File: config.mk
export PLATFORM = sky130hd
export DESIGN_NAME = idle_framed_crc32_unit
export DESIGN_NICKNAME = d
export VERILOG_FILES = /design/src/hdl/ifcrc_pkg.sv /design/src/hdl/idle_framed_crc32_unit.sv
export SDC_FILE = /design/constraint.sdc
export NUM_CORES = 1
export LEC_CHECK = 0
export ABC_CLOCK_PERIOD_IN_PS = 8800
export BUFFER_PORTS_ARGS = -buffer_cell sky130_fd_sc_hd__buf_4
export CORE_MARGIN = 3
export CORE_UTILIZATION = 32
export CTS_BUF_LIST = sky130_fd_sc_hd__clkbuf_16
export DETAILED_ROUTE_END_ITERATION = 7
export SETUP_SLACK_MARGIN = 0.2
export SYNTH_ARGS = -nofsm -noshare
export SYNTH_HDL_FRONTEND = slang
export SYNTH_SLANG_ARGS = --single-unit
File: constraint.sdc
create_clock -name clk -period 8.8 [get_ports clk]
set_input_delay 1.32 -clock clk [delete_from_list [all_inputs] [get_ports clk]]
set_output_delay 1.32 -clock clk [all_outputs]
set_load 0.05 [all_outputs]
File: src/hdl/ifcrc_pkg.sv
package ifcrc_pkg;

    localparam int unsigned MAX_LEN = 4096;

    localparam int unsigned TIMEOUT_W = 16;
    localparam int unsigned LEN_W     = 13;
    localparam int unsigned CRC_W     = 32;
    localparam int unsigned CFG_IDX_W = 2;

    localparam logic [CRC_W-1:0] CRC_ALL_ONES       = 32'hFFFF_FFFF;
    // bit reversal of the generator 0x04C11DB7
    localparam logic [CRC_W-1:0] CRC_POLY_REFLECTED = 32'hEDB8_8320;

    localparam logic [LEN_W-1:0]     MAX_LEN_VAL     = LEN_W'(MAX_LEN);
    localparam logic [LEN_W-1:0]     MAX_LEN_RESET   = 13'd4096;
    localparam logic [TIMEOUT_W-1:0] TIMEOUT_RESET   = 16'd500;
    localparam logic [TIMEOUT_W-1:0] IDLE_SATURATE   = 16'hFFFF;

    // register indexes of the configuration port
    localparam logic [CFG_IDX_W-1:0] CFG_IDLE_TIMEOUT = 2'd0;
    localparam logic [CFG_IDX_W-1:0] CFG_MAX_LEN      = 2'd1;

    // item kind codes
    localparam logic KIND_BYTE = 1'b0;
    localparam logic KIND_TICK = 1'b1;

    // end cause codes
    localparam logic CAUSE_IDLE   = 1'b0;
    localparam logic CAUSE_LENGTH = 1'b1;

    typedef struct packed {
        logic       kind;
        logic [7:0] data_byte;
    } ifcrc_in_t;

    typedef struct packed {
        logic [CRC_W-1:0] frame_crc;
        logic [LEN_W-1:0] byte_count;
        logic             empty_frame;
        logic             end_cause;
    } ifcrc_out_t;

    // fold one byte into a reflected CRC-32; unrolls to one XOR network
    function automatic logic [CRC_W-1:0] crc_fold_byte(
        input logic [CRC_W-1:0] crc_in,
        input logic [7:0]       byte_in
    );
        logic [CRC_W-1:0] c;
        c = crc_in ^ {24'd0, byte_in};
        for (int b = 0; b < 8; b++)
        begin
            c = c[0] ? ((c >> 1) ^ CRC_POLY_REFLECTED) : (c >> 1);
        end
        return c;
    endfunction

endpackage

File: src/hdl/idle_framed_crc32_unit.sv
// Channel | Direction | Handshake               | Payload
// in      | input     | in_valid / in_ready     | in_item   (kind, data_byte)
// out     | output    | out_valid / out_ready   | out_item  (frame_crc, byte_count,
//         |           |                         |            empty_frame, end_cause)
// cfg     | input     | cfg_valid / cfg_ready   | cfg_index, cfg_data
//
// One item is taken per cycle while the queue is not full; the byte-wide CRC
// XOR network and the counter compares fit between the frame state registers
// and the result queue. A closed frame shows on out in the cycle after the
// item that closed it is taken. The two-entry result queue sets the stall:
// input stops only while both entries hold results that have not been taken.
// rst_n resets frame state, last CRC, configuration and the queue at once.
module idle_framed_crc32_unit
    import ifcrc_pkg::*;
(
    input  logic                 clk,
    input  logic                 rst_n,

    input  logic                 in_valid,
    output logic                 in_ready,
    input  ifcrc_in_t            in_item,

    output logic                 out_valid,
    input  logic                 out_ready,
    output ifcrc_out_t           out_item,

    input  logic                 cfg_valid,
    output logic                 cfg_ready,
    input  logic [CFG_IDX_W-1:0] cfg_index,
    input  logic [TIMEOUT_W-1:0] cfg_data
);

    // configuration registers
    logic [TIMEOUT_W-1:0] idle_timeout_reg;
    logic [LEN_W-1:0]     max_len_reg;

    // frame state
    logic [CRC_W-1:0]     crc_accum_reg,   crc_accum_next;
    logic [LEN_W-1:0]     frame_bytes_reg, frame_bytes_next;
    logic [TIMEOUT_W-1:0] idle_ticks_reg,  idle_ticks_next;
    logic [CRC_W-1:0]     last_crc_reg,    last_crc_next;

    // result queue
    ifcrc_out_t           q_mem [2];
    logic                 wr_ptr_reg;
    logic                 rd_ptr_reg;
    logic [1:0]           count_reg, count_next;

    logic                 in_fire;
    logic                 out_fire;
    logic                 push;
    logic [LEN_W-1:0]     len_limit;
    logic [TIMEOUT_W-1:0] timeout;
    logic [CRC_W-1:0]     crc_upd;
    logic [LEN_W-1:0]     bytes_upd;
    logic [TIMEOUT_W-1:0] idle_upd;
    logic                 by_length;
    logic                 by_idle;
    logic                 close;
    ifcrc_out_t           result;

    assign cfg_ready = 1'b1;
    assign in_ready  = (count_reg != 2'd2);
    assign in_fire   = in_valid && in_ready;
    assign out_valid = (count_reg != 2'd0);
    assign out_fire  = out_valid && out_ready;
    assign out_item  = q_mem[rd_ptr_reg];

    // Clamp the limits: zero acts as one, length never above MAX_LEN.
    always_comb
    begin
        if (max_len_reg == '0)
            len_limit = LEN_W'(1);
        else if (max_len_reg > MAX_LEN_VAL)
            len_limit = MAX_LEN_VAL;
        else
            len_limit = max_len_reg;
        timeout = (idle_timeout_reg == '0) ? TIMEOUT_W'(1) : idle_timeout_reg;
    end

    // Apply the item to the running state, then decide whether the frame closes.
    always_comb
    begin
        if (in_item.kind == KIND_BYTE)
        begin
            crc_upd   = crc_fold_byte(crc_accum_reg, in_item.data_byte);
            bytes_upd = frame_bytes_reg + LEN_W'(1);
            idle_upd  = '0;
        end
        else
        begin
            crc_upd   = crc_accum_reg;
            bytes_upd = frame_bytes_reg;
            idle_upd  = (idle_ticks_reg == IDLE_SATURATE) ? idle_ticks_reg
                                                         : idle_ticks_reg + TIMEOUT_W'(1);
        end

        by_length = (bytes_upd >= len_limit);
        by_idle   = (idle_upd >= timeout);
        close     = by_length || by_idle;

        // Build the result; an empty frame repeats the last CRC.
        if (bytes_upd == '0)
        begin
            result.frame_crc   = last_crc_reg;
            result.byte_count  = '0;
            result.empty_frame = 1'b1;
            result.end_cause   = CAUSE_IDLE;
        end
        else
        begin
            result.frame_crc   = crc_upd ^ CRC_ALL_ONES;
            result.byte_count  = bytes_upd;
            result.empty_frame = 1'b0;
            result.end_cause   = by_length ? CAUSE_LENGTH : CAUSE_IDLE;
        end

        // Hold state unless an item is taken; restart on close.
        crc_accum_next   = crc_accum_reg;
        frame_bytes_next = frame_bytes_reg;
        idle_ticks_next  = idle_ticks_reg;
        last_crc_next    = last_crc_reg;
        if (in_fire)
        begin
            if (close)
            begin
                crc_accum_next   = CRC_ALL_ONES;
                frame_bytes_next = '0;
                idle_ticks_next  = '0;
                if (!result.empty_frame)
                    last_crc_next = result.frame_crc;
            end
            else
            begin
                crc_accum_next   = crc_upd;
                frame_bytes_next = bytes_upd;
                idle_ticks_next  = idle_upd;
            end
        end
    end

    assign push = in_fire && close;

    always_comb
    begin
        unique case ({push, out_fire})
            2'b10:   count_next = count_reg + 2'd1;
            2'b01:   count_next = count_reg - 2'd1;
            default: count_next = count_reg;
        endcase
    end

    // Configuration writes; an index beyond the list is dropped.
    always_ff @(posedge clk or negedge rst_n)
    begin
        if (!rst_n)
        begin
            idle_timeout_reg <= TIMEOUT_RESET;
            max_len_reg      <= MAX_LEN_RESET;
        end
        else if (cfg_valid && cfg_ready)
        begin
            if (cfg_index == CFG_IDLE_TIMEOUT)
                idle_timeout_reg <= cfg_data;
            else if (cfg_index == CFG_MAX_LEN)
                max_len_reg <= cfg_data[LEN_W-1:0];
        end
    end

    always_ff @(posedge clk or negedge rst_n)
    begin
        if (!rst_n)
        begin
            crc_accum_reg   <= CRC_ALL_ONES;
            frame_bytes_reg <= '0;
            idle_ticks_reg  <= '0;
            last_crc_reg    <= CRC_ALL_ONES;
            wr_ptr_reg      <= 1'b0;
            rd_ptr_reg      <= 1'b0;
            count_reg       <= '0;
        end
        else
        begin
            crc_accum_reg   <= crc_accum_next;
            frame_bytes_reg <= frame_bytes_next;
            idle_ticks_reg  <= idle_ticks_next;
            last_crc_reg    <= last_crc_next;
            count_reg       <= count_next;
            if (push)
                wr_ptr_reg <= ~wr_ptr_reg;
            if (out_fire)
                rd_ptr_reg <= ~rd_ptr_reg;
        end
    end

    // Queue storage: payload only, no reset.
    always_ff @(posedge clk)
    begin
        if (push)
            q_mem[wr_ptr_reg] <= result;
    end

endmodule

======== Yosys cells after proc, flatten, opt, wreduce, memory -nomap -nowiden ========
Memory sizes are Yosys's and may differ from the RTL's.
Index checks and enable logic that the tools add are counted.
word-level totals
  word-level logic and storage cells ...... 72
  bits in writable memories ............... 94
  output and inout port bits .............. 50
  bits in latches ......................... 0
  memory bits (read-only) ................. 0
  input port bits ......................... 32
  memories ................................ 1
  bits in registers ....................... 126
memories
  memory  depth  bits a word  read ports  clocked after memory_dff  wr ports  RTL line                      text
  q_mem   2      47           1           0                         1         idle_framed_crc32_unit.sv:44  ifcrc_out_t q_mem [2];
cells by class
  bitwise gates (word level) .............. 14
  shifts and indexed selects .............. 0
  equal/unequal tests ..................... 5
  muxes and demuxes ....................... 23
  $lt $le $gt $ge ......................... 3
  $mul .................................... 0
  divide/modulo/power cells ............... 0
  reductions and logical operators ........ 13
  $add $sub $neg .......................... 4
operators by type and width
  operator                                        number
  two-way mux 32 bit                              10
  NOT 13 -> 14 bit                                8
  two-way mux 16 bit                              4
  two-way mux 13 bit                              4
  two-way mux 47 bit                              1
  NOT 32 bit                                      1
  XOR 32 x 8 -> 32 bit                            1
  logical NOT 13 bit                              2
  adder 16 x 1 -> 16 bit (second input constant)  1
  == test 16 bit (second input constant)          1
  greater-or-equal comparator 16 bit              1
  logical NOT 16 bit                              1
  adder 13 x 1 -> 13 bit (second input constant)  1
  greater-or-equal comparator 13 bit              1
  > comparator 13 bit (second input constant)     1
  AND reduction 3 bit                             2
  == test 2 x 1 -> 1 bit (second input constant)  2
  NOT 1 bit                                       4
  one-hot mux 2 bit (2 select lines)              1
  nonzero test 2 bit                              2
  logical AND 1 bit                               3
  two-way mux 1 bit                               3
  adder 2 x 1 -> 2 bit (second input constant)    1
  == test 2 bit (second input constant)           1
  5 further kinds                                 5

======== Longest topological paths before layout ========
Gate-level depths: netlist of run 1.
  word-level depth ........................ 22
  depth in mapped cells ................... 21
  mapped depth without buffers ............ 18

======== Least setup slack after synthesis of run 1 ========
Ideal clock, no wire load.
  path type ............................... input port to flip-flop
  start point ............................. input port in_item[8] (netlist bit)
  end point ............................... memory q_mem[0][0] (netlist bit) (enable)
  data arrival time ....................... 5.654 ns
  stages .................................. 14
  required time ........................... 8.348 ns
  setup time .............................. 0.452 ns
  buffers on the path ..................... 4
  path slack .............................. 2.695 ns
  path through ............................ clkbuf_1 -> buf_1 -> xnor2_1 -> inv_1 -> ha_1 -> nor2b_1 -> o21ai_0 -> a311oi_1 -> o31ai_1 -> or2_2 -> clkbuf_1 -> clkbuf_1 -> nand2_1 -> nor2_1
on the way
  word-level cells in the longest chain between the ends .. 6
  elaborated cells on any way between the ends .. 8
  classes of those cells .................. 2 x order compare; 4 x mux; 2 x reduce/logical
RTL lines
  element                                                                                          RTL line                                                    text
  start: declaration                                                                               idle_framed_crc32_unit.sv:21                                input ifcrc_in_t in_item,
  two-way mux 16 bit / two-way mux 13 bit (equally long branches)                                  idle_framed_crc32_unit.sv:84                                if (in_item.kind == KIND_BYTE)
  greater-or-equal comparator 16 bit / greater-or-equal comparator 13 bit (equally long branches)  idle_framed_crc32_unit.sv:99, idle_framed_crc32_unit.sv:98
  logical OR 1 bit (*)                                                                             idle_framed_crc32_unit.sv:100                               close = by_length || by_idle;
  logical AND 1 bit (*)                                                                            idle_framed_crc32_unit.sv:142                               assign push = in_fire && close;
  two-way mux 1 bit (*)                                                                            idle_framed_crc32_unit.sv:199                               if (push)
  two-way mux 1 bit (not written as such) (*)                                                      idle_framed_crc32_unit.sv:200                               q_mem[wr_ptr_reg] <= result;
  end: declaration                                                                                 idle_framed_crc32_unit.sv:44
Every way passes the cells marked *; elsewhere a longest branch is shown, timed or not.

======== Final worst setup path of run 1 ========
  start point ............................. register idle_ticks_reg[4]
  end point ............................... register frame_bytes_reg[5]
on the way
  word-level cells in the longest chain between the ends .. 6
  elaborated cells on any way between the ends .. 7
  classes of those cells .................. 1 x add/sub; 1 x order compare; 1 x eq/ne; 3 x mux; 1 x reduce/logical
RTL lines
  element                                                          RTL line                                                    text
  start: declaration                                               idle_framed_crc32_unit.sv:40                                logic [TIMEOUT_W-1:0] idle_ticks_reg, idle_ticks_next;
  start signal: assignment                                         idle_framed_crc32_unit.sv:186                               idle_ticks_reg <= idle_ticks_next;
  adder 16 x 1 -> 16 bit / == test 16 bit (equally long branches)  idle_framed_crc32_unit.sv:95, idle_framed_crc32_unit.sv:94
  two-way mux 16 bit (*)                                           idle_framed_crc32_unit.sv:94                                idle_upd = (idle_ticks_reg == IDLE_SATURATE) ? idle_ticks_reg
  two-way mux 16 bit (*)                                           idle_framed_crc32_unit.sv:84
  greater-or-equal comparator 16 bit (*)                           idle_framed_crc32_unit.sv:99                                by_idle = (idle_upd >= timeout);
  logical OR 1 bit (*)                                             idle_framed_crc32_unit.sv:100
  two-way mux 13 bit (*)                                           idle_framed_crc32_unit.sv:125                               if (close)
  end signal: assignment                                           idle_framed_crc32_unit.sv:185                               frame_bytes_reg <= frame_bytes_next;
  end: declaration                                                 idle_framed_crc32_unit.sv:39                                logic [LEN_W-1:0] frame_bytes_reg, frame_bytes_next;
Marks and branches as above.
A chain may end at the register's enable or synchronous reset.

==> impl_summary.txt, run 1 <==
----------------------------------------------------
[Global routing]
  Total congestion overflow after global routing ... 0
  Largest net degree at the start of global routing ... 79
  Total Routing Usage GR ... 13.47%
  Initial antenna violation count ... 0
  Via count of the first global-routing pass ... 7491
  Wire length of the first global-routing pass ... 42.23 mm

[STA]
  Setup Skew ... 20.95 ps
  Final clock period utilization by the worst path ... 60.12%
  Slew at the pin closest to its max-slew limit ... 1211 ps
  Highest clock rate ... 0.1890 GHz
  Max transition margin ... 18.95%
  Setup violations, final ... 0
  Final total negative setup slack ... 0 ps
  Final setup margin ... 3510 ps
  Final count of hold timing violations ... 0
  Min Hold Slack ... 463.7 ps
  RSZ-0062 raised after global routing ... false
  Max Slew Vio Count ... 0
  Final critical delay including setup and external delays ... 5290 ps

[Floorplanning]
  Effective utilization at floorplan ... 32.74%
  Die boundary height ... 194.9 um
  Top-level I/O count ... 82
  Die Footprint ... 38000 um^2
  Num rows ... 68
  Die Width ... 194.9 um
  Area of the placeable core ... 34880 um^2

[Layout]
  Number of filler cells placed in the layout ... 3455
  Layout cells sized above 1 ... 30.15%
  Post-layout instance area ... 13180 um^2
  Final layout net count ... 1113
  ANT cells ... 0
  Register Area ... 6066 um^2
  Number of flip-flops in the largest register ... 94
  Combined area of the multi-input logic cells ... 5031 um^2
  Area overhead of the layout relative to synthesis ... 15.41%

[Clock network]
  Total clock buffers created by CTS ... 25
  Reg clk slew, reported paths ... 60 ps
  Post-CTS setup buffer count ... 0
  Root Buffer Master ... sky130_fd_sc_hd__clkbuf_16
  Number of gates resized after cts ... 0
  Clock tree from TritonCTS ... done
  Clock tree buffer depth ... 3
  Clock sink total ... 220
  Hold-fix buffers, CTS ... 0
  Later-pin clock latency in the skew report ... 540 ps
  Number of H-tree levels ... 1

[Min path]
  Min-Delay Path Depth ... 2
  Hold WC Path Type ... flip-flop to flip-flop

[Place]
  Worst slack after detailed placement ... 2944 ps
  Gp weighted congestion ... 0.8594
  Placed Area ... 12450 um^2
  Port Buf Inserts ... 80
  Estimated wirelength of the detail-placed design ... 17.48 mm

[Logic synthesis]
  Fraction of synthesized cell area taken by the top area cell type ... 24.71%
  Count of warnings emitted by yosys ... 0
  Biggest area consumer among synthesized cells ... sky130_fd_sc_hd__edfxtp_1
  Most used DFF post-synth ... sky130_fd_sc_hd__edfxtp_1
  Share of synthesized area occupied by flip-flops and latches ... 53.09%
  Fraction of synthesis flops using an asynchronous set or reset pin ... 57.27%
  Most area-consuming cells after synthesis ... sky130_fd_sc_hd__edfxtp_1 (25%), sky130_fd_sc_hd__dfstp_2 (16%), sky130_fd_sc_hd__dfrtp_1 (12%)
  Post-synthesis net count ... 1049
  Number of enable-type register cells in the synthesized netlist ... 94
  Average instance area after synthesis ... 11.60 um^2
  Seq cells post-synth ... 220
  Synthesized instance count ... 985
  Post-Synthesis Cell Area ... 11420 um^2
  Count of different cell masters after synthesis ... 60

[Drt]
  Vias post-DR ... 7493
  Detailed-router iteration count before antenna repair ... 5
  Routed WL ... 25.61 mm
  Routed wire per std cell ... 16.82 um
  Iteration-0 DRC count of the detailed router ... 413
  Via/cell ratio ... 4.920
  Number of routed nets with antenna violations ... 0
  DRC errors left ... 0

[Setup path]
  Worst setup EP type ... flip-flop
  Highest fanout seen on the critical path ... 25
  Setup CP Type ... flip-flop to flip-flop
  Reg2reg path depth ... 15
  Worst path required time ... 9270 ps
  Crit start category ... flip-flop
  Data arrival time at the worst-slack endpoint ... 5760 ps

[Power and ir drop]
  Areal power density over the cells ... 363.8 nW/um^2
  Maximum vdd drop ... 212.3 uV
  Leakage component of the power ... 0.005214 uW

[Outcome]
  Status ... completed

[Run]
  Max-cap check violation count ... 0

----------------------------------------------------
[layer usage]
metal / global-route usage [%] / vias up / part of all wire, %
met4: 2.667 / 0 / 1.7
met2: 21.26 / 137 / 47
met3: 2.063 / 32 / 3.9
met1: 19.77 / 3699 / 48
met5: 0 / - / 0
li1: - / 3625 / -
[placed cells by master, fill, tap and decap left out, types with 3 or more instances in the layout]
cell                        instances
sky130_fd_sc_hd__a31oi_1           21
sky130_fd_sc_hd__nand2_1          110
sky130_fd_sc_hd__xnor2_1           77
sky130_fd_sc_hd__nor3b_1            3
sky130_fd_sc_hd__nand3_1           17
sky130_fd_sc_hd__nand4_1            5
sky130_fd_sc_hd__buf_4             91
sky130_fd_sc_hd__mux2_4            25
sky130_fd_sc_hd__clkinv_1           9
sky130_fd_sc_hd__mux2i_1           13
sky130_fd_sc_hd__a211oi_1           4
sky130_fd_sc_hd__dfrtp_1           54
sky130_fd_sc_hd__a21oi_1           36
sky130_fd_sc_hd__nor2_1            69
sky130_fd_sc_hd__mux2_2            92
sky130_fd_sc_hd__or3_1              5
sky130_fd_sc_hd__and3_1             5
sky130_fd_sc_hd__a22o_1             6
sky130_fd_sc_hd__clkbuf_16         25
sky130_fd_sc_hd__and4_1             7
sky130_fd_sc_hd__inv_1             33
sky130_fd_sc_hd__o21ai_0           65
sky130_fd_sc_hd__xor2_1            34
sky130_fd_sc_hd__ha_1              32
sky130_fd_sc_hd__nor3_1             8
sky130_fd_sc_hd__nor2b_1            4
sky130_fd_sc_hd__nor4_1             5
sky130_fd_sc_hd__edfxtp_1          94
sky130_fd_sc_hd__dfstp_2           71
[critical path, cell delays in order (launching register included)]
cell and delay [ps]:
sky130_fd_sc_hd__dfrtp_1 450, sky130_fd_sc_hd__and4_1 280, sky130_fd_sc_hd__nand4_1 210, sky130_fd_sc_hd__or3_1 500, sky130_fd_sc_hd__and2_0 310, sky130_fd_sc_hd__nand2_1 170
sky130_fd_sc_hd__xor2_1 190, sky130_fd_sc_hd__nor2_1 60, sky130_fd_sc_hd__ha_1 330, sky130_fd_sc_hd__a2111oi_0 500, sky130_fd_sc_hd__nor3_1 110, sky130_fd_sc_hd__a211oi_1 240
sky130_fd_sc_hd__nor2_1 100, sky130_fd_sc_hd__or2_2 490, sky130_fd_sc_hd__nor2_1 980, sky130_fd_sc_hd__a22o_1 290
[cell families (layout without fill, tap and decap cells)]
family,count (synthesis),count (layout),share of synthesized area (%)
AND/OR/NAND/NOR,259,259,10.53
flip-flops,220,220,53.09
AO/OA/AOI/OAI,152,152,7.767
multiplexers,130,130,13.50
XOR/XNOR,111,111,8.511
buffers and inverters,80,163,3.067
adder cells (fa/ha/maj),32,32,3.505
other,1,1,0.03283
[synth_stat cells (2+ instances only)]
library cell / count
sky130_fd_sc_hd__nand2_1: 110
sky130_fd_sc_hd__a21oi_1: 36
sky130_fd_sc_hd__buf_1: 4
sky130_fd_sc_hd__a311oi_1: 2
sky130_fd_sc_hd__and2_1: 3
sky130_fd_sc_hd__a31oi_1: 21
sky130_fd_sc_hd__mux2_2: 92
sky130_fd_sc_hd__a21o_1: 2
sky130_fd_sc_hd__mux2_4: 25
sky130_fd_sc_hd__a2111oi_0: 2
sky130_fd_sc_hd__nor3_1: 8
sky130_fd_sc_hd__or3_1: 5
sky130_fd_sc_hd__o21ai_0: 65
sky130_fd_sc_hd__nor2_1: 71
sky130_fd_sc_hd__edfxtp_1: 94
sky130_fd_sc_hd__and3b_1: 2
sky130_fd_sc_hd__buf_4: 3
sky130_fd_sc_hd__a22o_1: 6
sky130_fd_sc_hd__nor3b_1: 4
sky130_fd_sc_hd__clkbuf_1: 36
sky130_fd_sc_hd__nor2b_1: 4
sky130_fd_sc_hd__o211ai_1: 2
sky130_fd_sc_hd__inv_1: 26
sky130_fd_sc_hd__xor2_1: 34
sky130_fd_sc_hd__buf_6: 4
sky130_fd_sc_hd__and4_1: 7
sky130_fd_sc_hd__nand3_1: 17
sky130_fd_sc_hd__xnor2_1: 77
sky130_fd_sc_hd__ha_1: 32
sky130_fd_sc_hd__nor4_1: 5
sky130_fd_sc_hd__or2_2: 2
sky130_fd_sc_hd__and3_1: 6
sky130_fd_sc_hd__dfstp_2: 71
sky130_fd_sc_hd__mux2i_1: 13
sky130_fd_sc_hd__o31ai_1: 2
sky130_fd_sc_hd__o41ai_1: 2
sky130_fd_sc_hd__dfrtp_1: 55
sky130_fd_sc_hd__buf_2: 6
sky130_fd_sc_hd__nand4_1: 5
sky130_fd_sc_hd__a211oi_1: 4
[where the power goes]
part / internal, uW / switching [uW] / total, uW
clock network: 518 / 422 / 940
registers: 1490 / 176 / 1670
logic: 917 / 1270 / 2190
[metrics by stage]
stage / cells / util [%] / power [uW]
after detailed placement: 1477 / 35.68 / 3890
after CTS: 1523 / 37.79 / 4854
final: 1523 / 37.79 / 4796
after floorplan: 985 / - / 3334
after global placement: 1477 / 35.68 / 3864
after global routing: 1523 / 37.79 / 5126
[path summary, 6_finish.rpt]
| kind | start | to | slack, ps |
|---|---|---|---|
| max | idle_ticks_reg[4] | frame_bytes_reg[5] | 3510 |
| min reg2reg | last_crc_reg[22] | last_crc_reg[22] | 460 |
| min in group asynchronous | rst_n | max_len_reg[11] | 960 |
| min | last_crc_reg[22] | last_crc_reg[22] | 460 |
| max in group asynchronous | rst_n | rd_ptr_reg | 6570 |
| max reg2reg | idle_ticks_reg[4] | frame_bytes_reg[5] | 3510 |
[final cells by class]
class	count	area share, %
Clock buffer	25	4.746
Sequential cell	220	46.01
Tap cell	455	4.319
Multi-Input combinational cell	685	38.16
Clock inverter	21	0.8352
Inverter	26	0.7403
Timing Repair Buffer	91	5.182
Power figures use the tool's default switching activity.
==> inputs of run 2 (changes only) <==
- ABC_AREA: not set -> 1
- ABC_CLOCK_PERIOD_IN_PS: 8800 -> 4500
- clock period: 8.8 -> 4.5 ns (I/O delays scaled with it)
==> impl_summary.txt, run 2 <==
----------------------------------------------------
[Outcome]
  Status ... completed

[Logic synthesis]
  Number of enable-type register cells in the synthesized netlist ... 94
  Cell with the most instances after synthesis ... sky130_fd_sc_hd__nand2_1
  Post-synthesis net count ... 1574
  Fraction of synthesized cell area taken by the top area cell type ... 23.48%
  Compound-Gate Fraction of Synth Area ... 9.014%
  Seq cells post-synth ... 220
  Share of synthesized area occupied by flip-flops and latches ... 50.45%
  Count of different cell masters after synthesis ... 44
  XOR/XNOR share of the synthesized area ... 2.259%
  Post-Synthesis Cell Area ... 12020 um^2
  Post-synthesis adder-cell area fraction ... 3.331%
  Fraction of synthesis flops using an asynchronous set or reset pin ... 57.27%
  Mux cell area share after synthesis ... 0%
  List of most frequent post-synthesis cells ... sky130_fd_sc_hd__nand2_1 (535), sky130_fd_sc_hd__inv_1 (187), sky130_fd_sc_hd__nor2_1 (115), sky130_fd_sc_hd__edfxtp_1 (94), sky130_fd_sc_hd__o21ai_0 (80)
  Synthesized instance count ... 1510
  Main combinational cell family by area after synthesis ... simple AND/OR/NAND/NOR gates
  Biggest area consumer among synthesized cells ... sky130_fd_sc_hd__edfxtp_1
  Most area-consuming cells after synthesis ... sky130_fd_sc_hd__edfxtp_1 (23%), sky130_fd_sc_hd__nand2_1 (17%), sky130_fd_sc_hd__dfstp_2 (16%)
  Most used DFF post-synth ... sky130_fd_sc_hd__edfxtp_1
  Average instance area after synthesis ... 7.960 um^2
  Basic-gate share of the synthesized area counting and, or, nand and nor cells ... 27.02%
  Count of warnings emitted by yosys ... 0

[STA]
  Setup violations, final ... 0
  Setup Skew ... 16.86 ps
  Highest clock rate ... 0.2601 GHz
  Min Hold Slack ... 302.0 ps
  RSZ-0062 raised after global routing ... false
  Final critical delay including setup and external delays ... 3845 ps
  Final count of hold timing violations ... 0
  Slew at the pin closest to its max-slew limit ... 979.6 ps
  Max transition margin ... 34.70%
  Max Slew Vio Count ... 0
  Final setup margin ... 654.9 ps
  Final total negative setup slack ... 0 ps
  Final clock period utilization by the worst path ... 85.45%

[Drt]
  Via/cell ratio ... 4.787
  DRC errors left ... 0
  Iteration-0 DRC count of the detailed router ... 765
  Routed WL ... 30.36 mm
  Number of routed nets with antenna violations ... 0
  Detailed-router iteration count before antenna repair ... 5
  Vias post-DR ... 9900
  Routed wire per std cell ... 14.68 um

[Setup path]
  Data arrival time at the worst-slack endpoint ... 4250 ps
  Startpoint of the worst register-to-register path ... idle_ticks_reg[6]
  Crit start category ... flip-flop
  Worst setup EP type ... flip-flop
  Setup slack of the worst register-to-register path ... 650 ps
  Highest fanout seen on the critical path ... 5
  Worst path required time ... 4910 ps
  Source of the critical timing path ... idle_ticks_reg[6]
  Destination of the critical timing path ... count_reg[1]
  Setup CP Type ... flip-flop to flip-flop
  Capturing point of the worst reg2reg path ... count_reg[1]
  Reg2reg path depth ... 21

[Layout]
  Most frequent cells in the layout ... sky130_fd_sc_hd__nand2_1 (535), sky130_fd_sc_hd__inv_1 (190), sky130_fd_sc_hd__nor2_1 (113)
  Final layout net count ... 1646
  Layout cells sized above 1 ... 14.88%
  ANT cells ... 0
  Commonest non-fill, non-tap cell in the layout ... sky130_fd_sc_hd__nand2_1
  Number of flip-flops in the largest register ... 94
  Area overhead of the layout relative to synthesis ... 15.93%

[Power and ir drop]
  Leakage component of the power ... 0.006837 uW
  Maximum vdd drop ... 365.9 uV
  Areal power density over the cells ... 790.0 nW/um^2

[Place]
  Estimated wirelength of the detail-placed design ... 21.44 mm
  Gp weighted congestion ... 0.8651
  Worst slack after detailed placement ... 573.8 ps
  Port Buf Inserts ... 80

[Clock network]
  Reg clk slew, reported paths ... 70 ps
  Root Buffer Master ... sky130_fd_sc_hd__clkbuf_16
  Clock tree from TritonCTS ... done
  Post-CTS setup buffer count ... 0
  Clock tree buffer depth ... 3
  Clock sink total ... 220
  Number of H-tree levels ... 1
  Later-pin clock latency in the skew report ... 530 ps
  Total clock buffers created by CTS ... 24

[Global routing]
  Initial antenna violation count ... 1
  Via count of the first global-routing pass ... 9090
  Total Routing Usage GR ... 15.12%
  Total congestion overflow after global routing ... 0
  Wire length of the first global-routing pass ... 48.71 mm
  Largest net degree at the start of global routing ... 71

[Floorplanning]
  Area of the placeable core ... 36790 um^2
  Effective utilization at floorplan ... 32.68%
  Die Footprint ... 39920 um^2
  Top-level I/O count ... 82
  Die Width ... 199.8 um
  Die boundary height ... 199.8 um
  Num rows ... 70

[Run]
  Max-cap check violation count ... 0

[Min path]
  Hold WC Path Type ... input port to asynchronous set/reset pin

----------------------------------------------------
run 2: metal layers:
| layer | track usage (%) | wire [um] |
|---|---|---|
| met3 | 2.266 | 1813 |
| met1 | 22.26 | 14620 |
| met4 | 3.696 | 504 |
| met5 | 0 | 7 |
| met2 | 23.56 | 13410 |
run 2: cells by family after synthesis:
logic type,Yosys count
DFF,220
and+or+nand+nor,790
other,1
buffers and inverters,239
AOI/OAI and AO/OA,197
adders and majority gates,32
xor gates and xnor gates,31
run 2: metrics by stage:
| stage | area (um^2) | cells | power [uW] | util, % |
|---|---|---|---|---|
| 2_1_floorplan | 12030 | 1510 | 7462 | - |
| 3_3_place_gp | 13130 | 2024 | 8936 | 35.69 |
| 3_5_place_dp | 13130 | 2024 | 9045 | 35.69 |
| 4_1_cts | 13930 | 2068 | 11100 | 37.87 |
| 5_1_grt | 13930 | 2068 | 11880 | 37.88 |
| 6_report | 13930 | 2068 | 11010 | 37.88 |
run 2: report_power, final:
part	switching (uW)	total (uW)	internal, uW	leakage (uW)
clock network	826	2010	1180	0.000403
logic	3890	5450	1570	0.00412
registers	324	3540	3220	0.00232
run 2: timing repair:
item	CTS	global route
gates resized for setup	0	1
setup endpoints to repair	0	1
hold buffers	0	0
run 2: layout make-up:
| type | count | area (um^2) |
|---|---|---|
| Timing Repair Buffer | 95 | 738.2 |
| Fill cell | 3747 | 22850 |
| Clock inverter | 19 | 175.2 |
| Clock buffer | 25 | 625.6 |
| Tap cell | 468 | 585.6 |
| Multi-Input combinational cell | 1051 | 5027 |
| Sequential cell | 220 | 6065 |
| Inverter | 190 | 718.2 |
run 2: worst min-delay path by stage:
| stage | startpoint | end | slack (ps) | depth (start not counted) |
|---|---|---|---|---|
| finish | rst_n | max_len_reg[9] | 300 | 1 |
| global route | rst_n | max_len_reg[11] | 370 | 1 |
| CTS | rst_n | max_len_reg[9] | 330 | 1 |
| detailed placement | last_crc_reg[22] | last_crc_reg[22] | 460 | 2 |
| global placement | last_crc_reg[18] | last_crc_reg[18] | 460 | 2 |
| floorplan | rst_n | count_reg[0] | 380 | 0 |
run 2: critical path, cell delays in order (launching register included):
cell                       delay (ps)
sky130_fd_sc_hd__dfrtp_1          370
sky130_fd_sc_hd__inv_1             90
sky130_fd_sc_hd__nor3_1           540
sky130_fd_sc_hd__nand4_1          190
sky130_fd_sc_hd__or2_2            320
sky130_fd_sc_hd__nand3_1           60
sky130_fd_sc_hd__nand2_1          100
sky130_fd_sc_hd__inv_1            100
sky130_fd_sc_hd__ha_1             240
sky130_fd_sc_hd__nand2_1           70
sky130_fd_sc_hd__inv_1             40
sky130_fd_sc_hd__o21bai_1         120
sky130_fd_sc_hd__nand2_1           80
sky130_fd_sc_hd__nand2_1           60
sky130_fd_sc_hd__nand2_1           60
sky130_fd_sc_hd__a21oi_1          140
sky130_fd_sc_hd__nand3_1          190
sky130_fd_sc_hd__nand2_1          250
sky130_fd_sc_hd__ha_1             300
sky130_fd_sc_hd__a21oi_1          120
sky130_fd_sc_hd__o21ai_0          110
sky130_fd_sc_hd__xor2_1           150
